`config.mk`:
```
export PLATFORM = sky130hd
export DESIGN_NAME = lut3d_lerp
export DESIGN_NICKNAME = d
export VERILOG_FILES = /design/src/rtl/assert_macros.svh /design/src/rtl/lut3d_pkg.sv /design/src/rtl/lut3d_lerp.sv
export SDC_FILE = /design/constraint.sdc
export NUM_CORES = 1
export LEC_CHECK = 0
export ABC_AREA = 1
export BUFFER_PORTS_ARGS = -buffer_cell sky130_fd_sc_hd__buf_2
export CORE_UTILIZATION = 30
export CTS_CLUSTER_DIAMETER = 200
export DETAILED_ROUTE_END_ITERATION = 16
export GPL_ROUTABILITY_DRIVEN = 0
export HOLD_SLACK_MARGIN = 0.1
export PLACE_DENSITY = 0.48
export SLEW_MARGIN = 40
export SYNTH_ARGS = -nofsm -noshare
export SYNTH_HDL_FRONTEND = slang
export SYNTH_SLANG_ARGS = --single-unit
export TNS_END_PERCENT = 1
```
`constraint.sdc`:
```
create_clock -name i_clk -period 14.3 [get_ports i_clk]
set_input_delay 2.145 -clock i_clk [delete_from_list [all_inputs] [get_ports i_clk]]
set_output_delay 2.145 -clock i_clk [all_outputs]
set_load 0.02 [all_outputs]
```
`src/rtl/assert_macros.svh`:
```
// Assertion macros shared by the color map RTL.
`ifndef ASSERT_MACROS_SVH
`define ASSERT_MACROS_SVH

// Check a property on every clock edge outside reset.
`define ASSERT_CLK(lbl, prop, msg) \
    lbl: assert property (@(posedge i_clk) disable iff (!i_rst_n) (prop)) else $error(msg);

// Check that a condition implies another on the same edge.
`define ASSERT_IMPL(lbl, ante, cons, msg) \
    lbl: assert property (@(posedge i_clk) disable iff (!i_rst_n) (ante) |-> (cons)) else $error(msg);

`endif

```
`src/rtl/lut3d_pkg.sv`:
```
// Shared types, constants and codes of the 3D LUT color mapper.
package lut3d_pkg;

    localparam int MAX_GRID_DEF = 33;
    localparam int CH_W         = 16;
    localparam int ENT_W        = 18;
    localparam int SIZE_W       = 6;
    localparam int CFG_IDX_W    = 8;
    localparam int CFG_DATA_W   = 6;
    localparam int IN_DATA_W    = 120;
    localparam int OUT_DATA_W   = 48;

    // Configuration register indexes
    localparam logic [CFG_IDX_W-1:0] CFG_LUT_SIZE = 8'd0;
    localparam logic [CFG_IDX_W-1:0] CFG_LUT_MODE = 8'd1;

    // Command and mode codes
    localparam logic CMD_LOAD   = 1'b0;
    localparam logic CMD_PIXEL  = 1'b1;
    localparam logic MODE_CURVE = 1'b0;
    localparam logic MODE_CUBE  = 1'b1;

    localparam logic [SIZE_W-1:0] SIZE_RESET = 6'd33;

    typedef logic signed [ENT_W-1:0] t_ent;

    // Per-pixel info that rides alongside the datapath
    typedef struct packed {
        logic                  last;
        logic                  pass;
        logic                  mode;
        logic [2:0][CH_W-1:0]  pix;
        logic [2:0][CH_W-1:0]  fr;
    } t_side;

    typedef struct packed {
        logic                  last;
        logic [2:0][CH_W-1:0]  rgb;
    } t_result;

    // Clamp a signed entry value to 0..65535
    function automatic logic [CH_W-1:0] clamp16(input t_ent v);
        logic [CH_W-1:0] res;
        if (v[ENT_W-1]) begin
            res = '0;
        end else if (v[ENT_W-2:CH_W] != '0) begin
            res = '1;
        end else begin
            res = v[CH_W-1:0];
        end
        return res;
    endfunction

endpackage

```
`src/rtl/lut3d_lerp.sv`:
```
// Three-stage linear blend: floor((a*(65536-f) + b*f) / 65536).
module lut3d_lerp (
    input  logic                   i_clk,
    input  lut3d_pkg::t_ent        i_a,
    input  lut3d_pkg::t_ent        i_b,
    input  logic [15:0]            i_frac,
    output lut3d_pkg::t_ent        o_y
);
    import lut3d_pkg::*;

    logic signed [ENT_W:0]     r_d;
    t_ent                      r_a;
    logic [15:0]               r_f;
    logic signed [ENT_W+17:0]  r_p;
    t_ent                      r_a2;
    logic signed [16:0]        w_fs;
    logic signed [ENT_W+2:0]   w_sum;

    assign w_fs  = {1'b0, r_f};
    // a + floor((b-a)*f / 65536)
    assign w_sum = {{3{r_a2[ENT_W-1]}}, r_a2} + {r_p[ENT_W+17], r_p[ENT_W+17:16]};

    // Difference, product, then add back
    always_ff @(posedge i_clk) begin
        r_d  <= {i_b[ENT_W-1], i_b} - {i_a[ENT_W-1], i_a};
        r_a  <= i_a;
        r_f  <= i_frac;
        r_p  <= r_d * w_fs;
        r_a2 <= r_a;
        o_y  <= w_sum[ENT_W-1:0];
    end

endmodule

```
==> impl_metrics.env, run 1 <==
export IMPL_yosys_warnings=0
export IMPL_grt_overflow=0
export IMPL_min_period_over_period_pct=43.3
export IMPL_diodes=0
export IMPL_fmax_mhz=162
export IMPL_crit_arrival_ns=6.49
export IMPL_yosysTopAreaCellShare_pct=37.2
export IMPL_grt_antenna_before_repair=0
export IMPL_grtUsageTotal_pct=16.5
export IMPL_min_path_cells=0
export IMPL_h_tree_depth=3
export IMPL_syn_nets=2514
export IMPL_cts_root_buf="clkbuf_16"
export IMPL_cp_required_ns=14.60
export IMPL_numCtsBuffers=9
export IMPL_crit_slowest_cell="dfxtp_1"
export IMPL_synth_avg_cell_area_um2=7.75
export IMPL_drc=0
export IMPL_ios=71
export IMPL_yosysSeqAreaShare_pct=13.5
export IMPL_cap_violations=0
export IMPL_min_path_type="reg2reg"
export IMPL_crit_path_frequent_cell="fa_1"
export IMPL_setup_tns_ns=0
export IMPL_cp_max_fo=19
export IMPL_cts_tree="done"
export IMPL_synth_seq_cells=107
export IMPL_cts_path_max_buffers=2
export IMPL_slowest_delay_ns=0.79
export IMPL_syn2layout_area_growth_pct=8.62
export IMPL_dr_pass1_iters=5
export IMPL_cts_resized=0
export IMPL_dieHeight_um=232
export IMPL_start_util_pct=30.6
export IMPL_cts_sinks=107
export IMPL_clkLatencyLatePin_ns=0.39
export IMPL_reg2reg_depth=20
export IMPL_rows=83
export IMPL_endpoint_kind="register"
export IMPL_ys_types=33
export IMPL_postRouteAntennaNets=0
export IMPL_fp_dieArea_mm2=0.0538
export IMPL_coreArea_mm2=0.0518
export IMPL_wirelength_mm=41.4
export IMPL_dieWidth_um=232
export IMPL_synth_cell_area_mm2=0.0159
export IMPL_grt_max_degree=23
export IMPL_worstSetupStartpointType="register"
export IMPL_crit_chain="nand2_1 -> fa_1 -> inv_1 -> fa_1 -> inv_1 -> fa_1 -> fa_1 -> inv_1 -> fa_1 -> inv_1 -> fa_1 -> inv_1 -> ha_1 -> nand2_1 -> nor2_1 -> nand2_1 -> nor4_1 -> nand2_1 -> nand3_1 -> nand2_1"
export IMPL_rsz0062_at_grt="no"
export IMPL_finalHoldViolations=0
export IMPL_final_layout_size_suffix_gt1_share_pct=6.02
export IMPL_cts_setup_buffers=0
export IMPL_setup_viol_count_final=0
export IMPL_dp_hpwl_mm=35.3
export IMPL_synth_area_leaders="fa_1 37%, inv_1 14%, dfxtp_1 14%"
export IMPL_postSynthCellCount=2047
export IMPL_status="completed"
export IMPL_synth_largest_area_cell="fa_1"
export IMPL_port_buffers=70
export IMPL_drv_slew=0
export IMPL_wl_per_cell_um=15.0
export IMPL_clkTransAtPathRegs_ns=0.09
export IMPL_final_min_clock_period_ns=6.19
export IMPL_first_iter_violations=692
export IMPL_critical_path_class="reg2reg"
export IMPL_viasPerCell=4.41
export IMPL_worstMarginPinSlew_ns=0.834
export IMPL_vias=12162
export IMPL_fin_nets=2539
export IMPL_slew_headroom_pct=44.3
export IMPL_final_core_utilization_pct=33.2
export IMPL_grt_pass1_wl_mm=69.3
export IMPL_worst_clock_skew_ns=0.0185
export IMPL_grt_pass1_vias=13019
export IMPL_ctsHoldBuffers=0
-- layer usage --
layer / global-route usage, % / routed length, um
met1: 21.6 / 18700
met2: 29.0 / 20600
met3: 2.11 / 1630
met4: 3.04 / 503
met5: 0 / 0
-- per-stage QoR --
step           worst slack, ns  instances  cell area (um^2)  hold slack [ns]
2_1_floorplan             8.71       2047             15900            0.310
6_report                  8.11       2757             17200            0.332
3_3_place_gp              8.13       2741             16900            0.311
3_5_place_dp              8.15       2741             16900            0.312
4_1_cts                   8.12       2757             17200            0.332
5_1_grt                   7.61       2757             17200            0.334
-- cell type report --
class / count / area (um^2)
Fill cell: 5497 / 34600
Multi-Input combinational cell: 1295 / 11300
Inverter: 578 / 2170
Sequential cell: 107 / 2160
Tap cell: 680 / 851
Timing Repair Buffer: 81 / 433
Clock buffer: 9 / 225
Clock inverter: 7 / 91.3
-- kinds of logic after synthesis --
logic type	Yosys count	share of synthesized area, %
adders and majority gates	414	46.6
and+or+nand+nor	716	17.9
AOI/OAI and AO/OA	124	4.46
buffers and inverters	645	15.3
DFF	107	13.5
xor gates and xnor gates	41	2.26
-- synthesized netlist by cell type (all sizes together) --
cell type	instances
a21boi	3
a21o	3
a21oi	67
a31oi	3
and2	1
and3	2
buf	5
clkbuf	62
dfxtp	107
fa	295
ha	119
inv	578
nand2	542
nand3	58
nand3b	1
nand4	13
nor2	87
nor3	9
nor4	3
o211ai	1
o21a	4
o21ai	36
o21bai	6
o31ai	1
xnor2	9
xor2	32
-- layout by cell type, fill, tap and decap left out, drive strengths merged, types with 36 or more instances in the layout --
master	netlist	routed
ha	119	119
nor2	87	87
nand3	58	58
buf	5	81
a21oi	67	67
o21ai	36	36
fa	295	295
nand2	542	542
inv	578	581
dfxtp	107	107
-- final timing paths --
check	start	endpoint	slack [ns]
setup / recovery	r_f[2]	r_p[30]	8.11
hold / removal	r_a[5]	r_a2[5]	0.33
setup reg to reg	r_f[2]	r_p[30]	8.11
hold reg to reg	r_a[5]	r_a2[5]	0.33
-- registers in the layout, summed over array words and instances, names as in the netlist --
name and cells:
r_p 18, o_y 18, r_f 16, r_a2 18
r_a 18, r_d 19
-- critical path, delay by kind of cell (launching register included) --
family        cells  cell delay [ns]
fa+ha+maj         7             3.72
buf+inv           5             0.48
flops             1             0.79
simple gates      8             1.07
Power of run 1 is left out: the tool's default activity adds up to more than one toggle a clock period on the data nets, which glitch-free logic cannot reach.
==> run 2: changes to the inputs <==
Settings changed: ABC_AREA 1 to 0, PLACE_DENSITY 0.48 to 0.49.
Clock period 14.3 ns to 5.4 ns, I/O delays scaled along.
==> run 2 against run 1 <==
Net effect:
- the flow now finishes with violations (negative setup slack)
- sequential share of layout area increased by 0.10 points
- utilization up 3.9 points
- clock skew grew 0.0025 ns
- via count fell by 18%
- routed wire length fell by 15%
- synthesized cell count is 26% lower
- clock-buffer cell count grew 1
- fmax grew 6.3%
- register-to-register slack worse by 8.5 ns
- synthesized area down 10%
==> impl_metrics.env, run 2 <==
export IMPL_setup_viol_count_final=15
export IMPL_first_iter_violations=323
export IMPL_setup_ws_ns=-0.421
export IMPL_grt_overflow=0
export IMPL_fin_nets=2180
export IMPL_slew_headroom_pct=66.0
export IMPL_finalHoldViolations=0
export IMPL_synth_cell_area_mm2=0.0142
export IMPL_critPathTopFamily="adder cells"
export IMPL_final_cell_mix="368 x inv_1, 283 x fa_1, 200 x nand2_1"
export IMPL_synth_avg_cell_area_um2=9.44
export IMPL_clkTransAtPathRegs_ns=0.08
export IMPL_dp_hpwl_mm=30.2
export IMPL_yosys_warnings=0
export IMPL_postSynthCellCount=1509
export IMPL_grt_pass1_vias=10981
export IMPL_layout_commonest_cell="inv_1"
export IMPL_ctsHoldBuffers=0
export IMPL_cp_max_fo=6
export IMPL_final_min_clock_period_ns=5.82
export IMPL_crit_path_frequent_cell="fa_1"
export IMPL_min_path_type="reg2reg"
export IMPL_worstMarginPinSlew_ns=0.506
export IMPL_critical_path_class="reg2reg"
export IMPL_largest_reg_flops=19
export IMPL_worstSetupStartpointType="register"
export IMPL_h_tree_depth=3
export IMPL_dp_cells=2295
export IMPL_largest_register="r_d"
export IMPL_rows=79
export IMPL_start_util_pct=30.5
export IMPL_final_core_utilization_pct=37.1
export IMPL_final_area_mm2=0.0173
export IMPL_yosysMostFrequentCell="inv_1"
export IMPL_endpoint_kind="register"
export IMPL_wl_per_cell_um=15.1
export IMPL_slowest_delay_ns=0.55
export IMPL_cp_num_buf_inv=5
export IMPL_fin_cells=2326
export IMPL_place_area_mm2=0.0167
export IMPL_syn_nets=1976
export IMPL_status="finished, violations left"
export IMPL_synth_area_leaders="fa_1 41%, dfxtp_1 15%, ha_1 10%"
export IMPL_fp_dieArea_mm2=0.0484
export IMPL_drc=0
export IMPL_synth_largest_area_cell="fa_1"
export IMPL_cp_required_ns=5.68
export IMPL_ios=71
export IMPL_synth_seq_cells=107
export IMPL_wirelength_mm=35.2
export IMPL_grt_antenna_before_repair=0
export IMPL_cts_sinks=107
export IMPL_ys_types=48
export IMPL_cap_violations=0
export IMPL_violations="negative setup slack"
export IMPL_crit_slowest_cell="fa_1"
export IMPL_synth_edf_count=0
export IMPL_ys_flop_type="dfxtp_1"
export IMPL_yosysSeqAreaShare_pct=15.0
export IMPL_cts_root_buf="clkbuf_16"
export IMPL_yosysTopAreaCellShare_pct=41.4
export IMPL_dp_slack_ns=-0.643
export IMPL_crit_chain="buf_4 -> and2_4 -> fa_1 -> inv_2 -> fa_1 -> inv_2 -> fa_1 -> fa_1 -> fa_1 -> inv_1 -> fa_1 -> inv_2 -> ha_4 -> o21a_1 -> o211ai_1 -> a21oi_1 -> or3_4 -> nand3_4 -> o21ai_4 -> a31o_4 -> and3_4 -> a211o_1"
export IMPL_worst_clock_skew_ns=0.0211
export IMPL_dieHeight_um=220
export IMPL_seqCellArea_mm2=0.00219
export IMPL_cts_path_max_buffers=2
export IMPL_syn2layout_area_growth_pct=21.5
export IMPL_final_layout_size_suffix_gt1_share_pct=20.2
export IMPL_viasPerCell=4.31
export IMPL_vias=10019
export IMPL_postRouteAntennaNets=0
export IMPL_cts_tree="done"
export IMPL_synthArstFlopShare_pct=0
export IMPL_numCtsBuffers=9
export IMPL_crit_arrival_ns=6.10
export IMPL_grtUsageTotal_pct=15.6
export IMPL_multi_input_area_mm2=0.0107
export IMPL_grt_max_degree=20
export IMPL_rsz0062_at_grt="yes"
export IMPL_coreArea_mm2=0.0467
export IMPL_fmax_mhz=172
export IMPL_fillers=4794
export IMPL_port_buffers=70
export IMPL_grt_pass1_wl_mm=57.3
export IMPL_clkLatencyLatePin_ns=0.40
export IMPL_drv_slew=0
export IMPL_synth_commonest_cells="382 x inv_1, 295 x fa_1, 203 x nand2_1"
export IMPL_dr_pass1_iters=5
export IMPL_dieWidth_um=220
export IMPL_min_period_over_period_pct=108
## run 2: cell types whose count changed after synthesis, moves of 14 or more
cell,change
nand2_1,-337
inv_1,-196
xnor2_1,+34
a21oi_1,-39
and2_1,+118
nand3_1,-48
o21ai_0,-19
nor2_1,-53
clkbuf_1,-14
xor2_1,-18
## run 2: stage by stage
| step | hold slack [ns] | TNS [ns] |
|---|---|---|
| finish | 0.329 | -3.21 |
| detailed placement | 0.312 | -7.09 |
| floorplan | 0.310 | -0.810 |
| CTS | 0.329 | -3.68 |
| global route | 0.333 | -6.93 |
| global placement | 0.310 | -6.62 |
## run 2: kinds of logic after synthesis
logic type               synth area share (%)
multiplexers                           0.0790
AO/OA/AOI/OAI                            4.90
buffers and inverters                    11.3
flip-flops                               15.0
adder cells (fa/ha/maj)                  51.9
XOR/XNOR                                 3.50
AND/OR/NAND/NOR                          13.3
## run 2: final timing paths
path / start / to / slack [ns] / depth (start not counted)
setup reg to reg: r_f[7] / r_p[33] / -0.42 / 22
setup / recovery: r_f[7] / r_p[33] / -0.42 / 22
hold / removal: r_a[7] / r_a2[7] / 0.33 / 0
hold reg to reg: r_a[7] / r_a2[7] / 0.33 / 0
## run 2: repair_timing
| item | CTS | global route |
|---|---|---|
| gates resized for setup | 36 | 56 |
| setup buffers | 1 | 13 |
| pin swaps | 13 | 37 |
| endpoints found under the setup margin | 18 | 17 |
## run 2: final cells by class
| type | count | share of cell area [%] |
|---|---|---|
| Multi-Input combinational cell | 972 | 61.9 |
| Sequential cell | 107 | 12.6 |
| Timing Repair Buffer | 241 | 11.1 |
| Inverter | 382 | 8.28 |
| Tap cell | 607 | 4.38 |
| Clock buffer | 10 | 1.32 |
| Clock inverter | 6 | 0.332 |
| Antenna cell | 1 | 0.0144 |
## run 2: per-layer routing
layer / GRT usage [%] / share of wire, % / up-vias
met2: 28.8 / 53 / 126
met5: 0 / 0 / -
li1: - / - / 4831
met1: 19.0 / 42 / 5032
met4: 4.07 / 1.8 / 0
met3: 1.89 / 2.7 / 30
Power of run 2 is left out for the same reason.
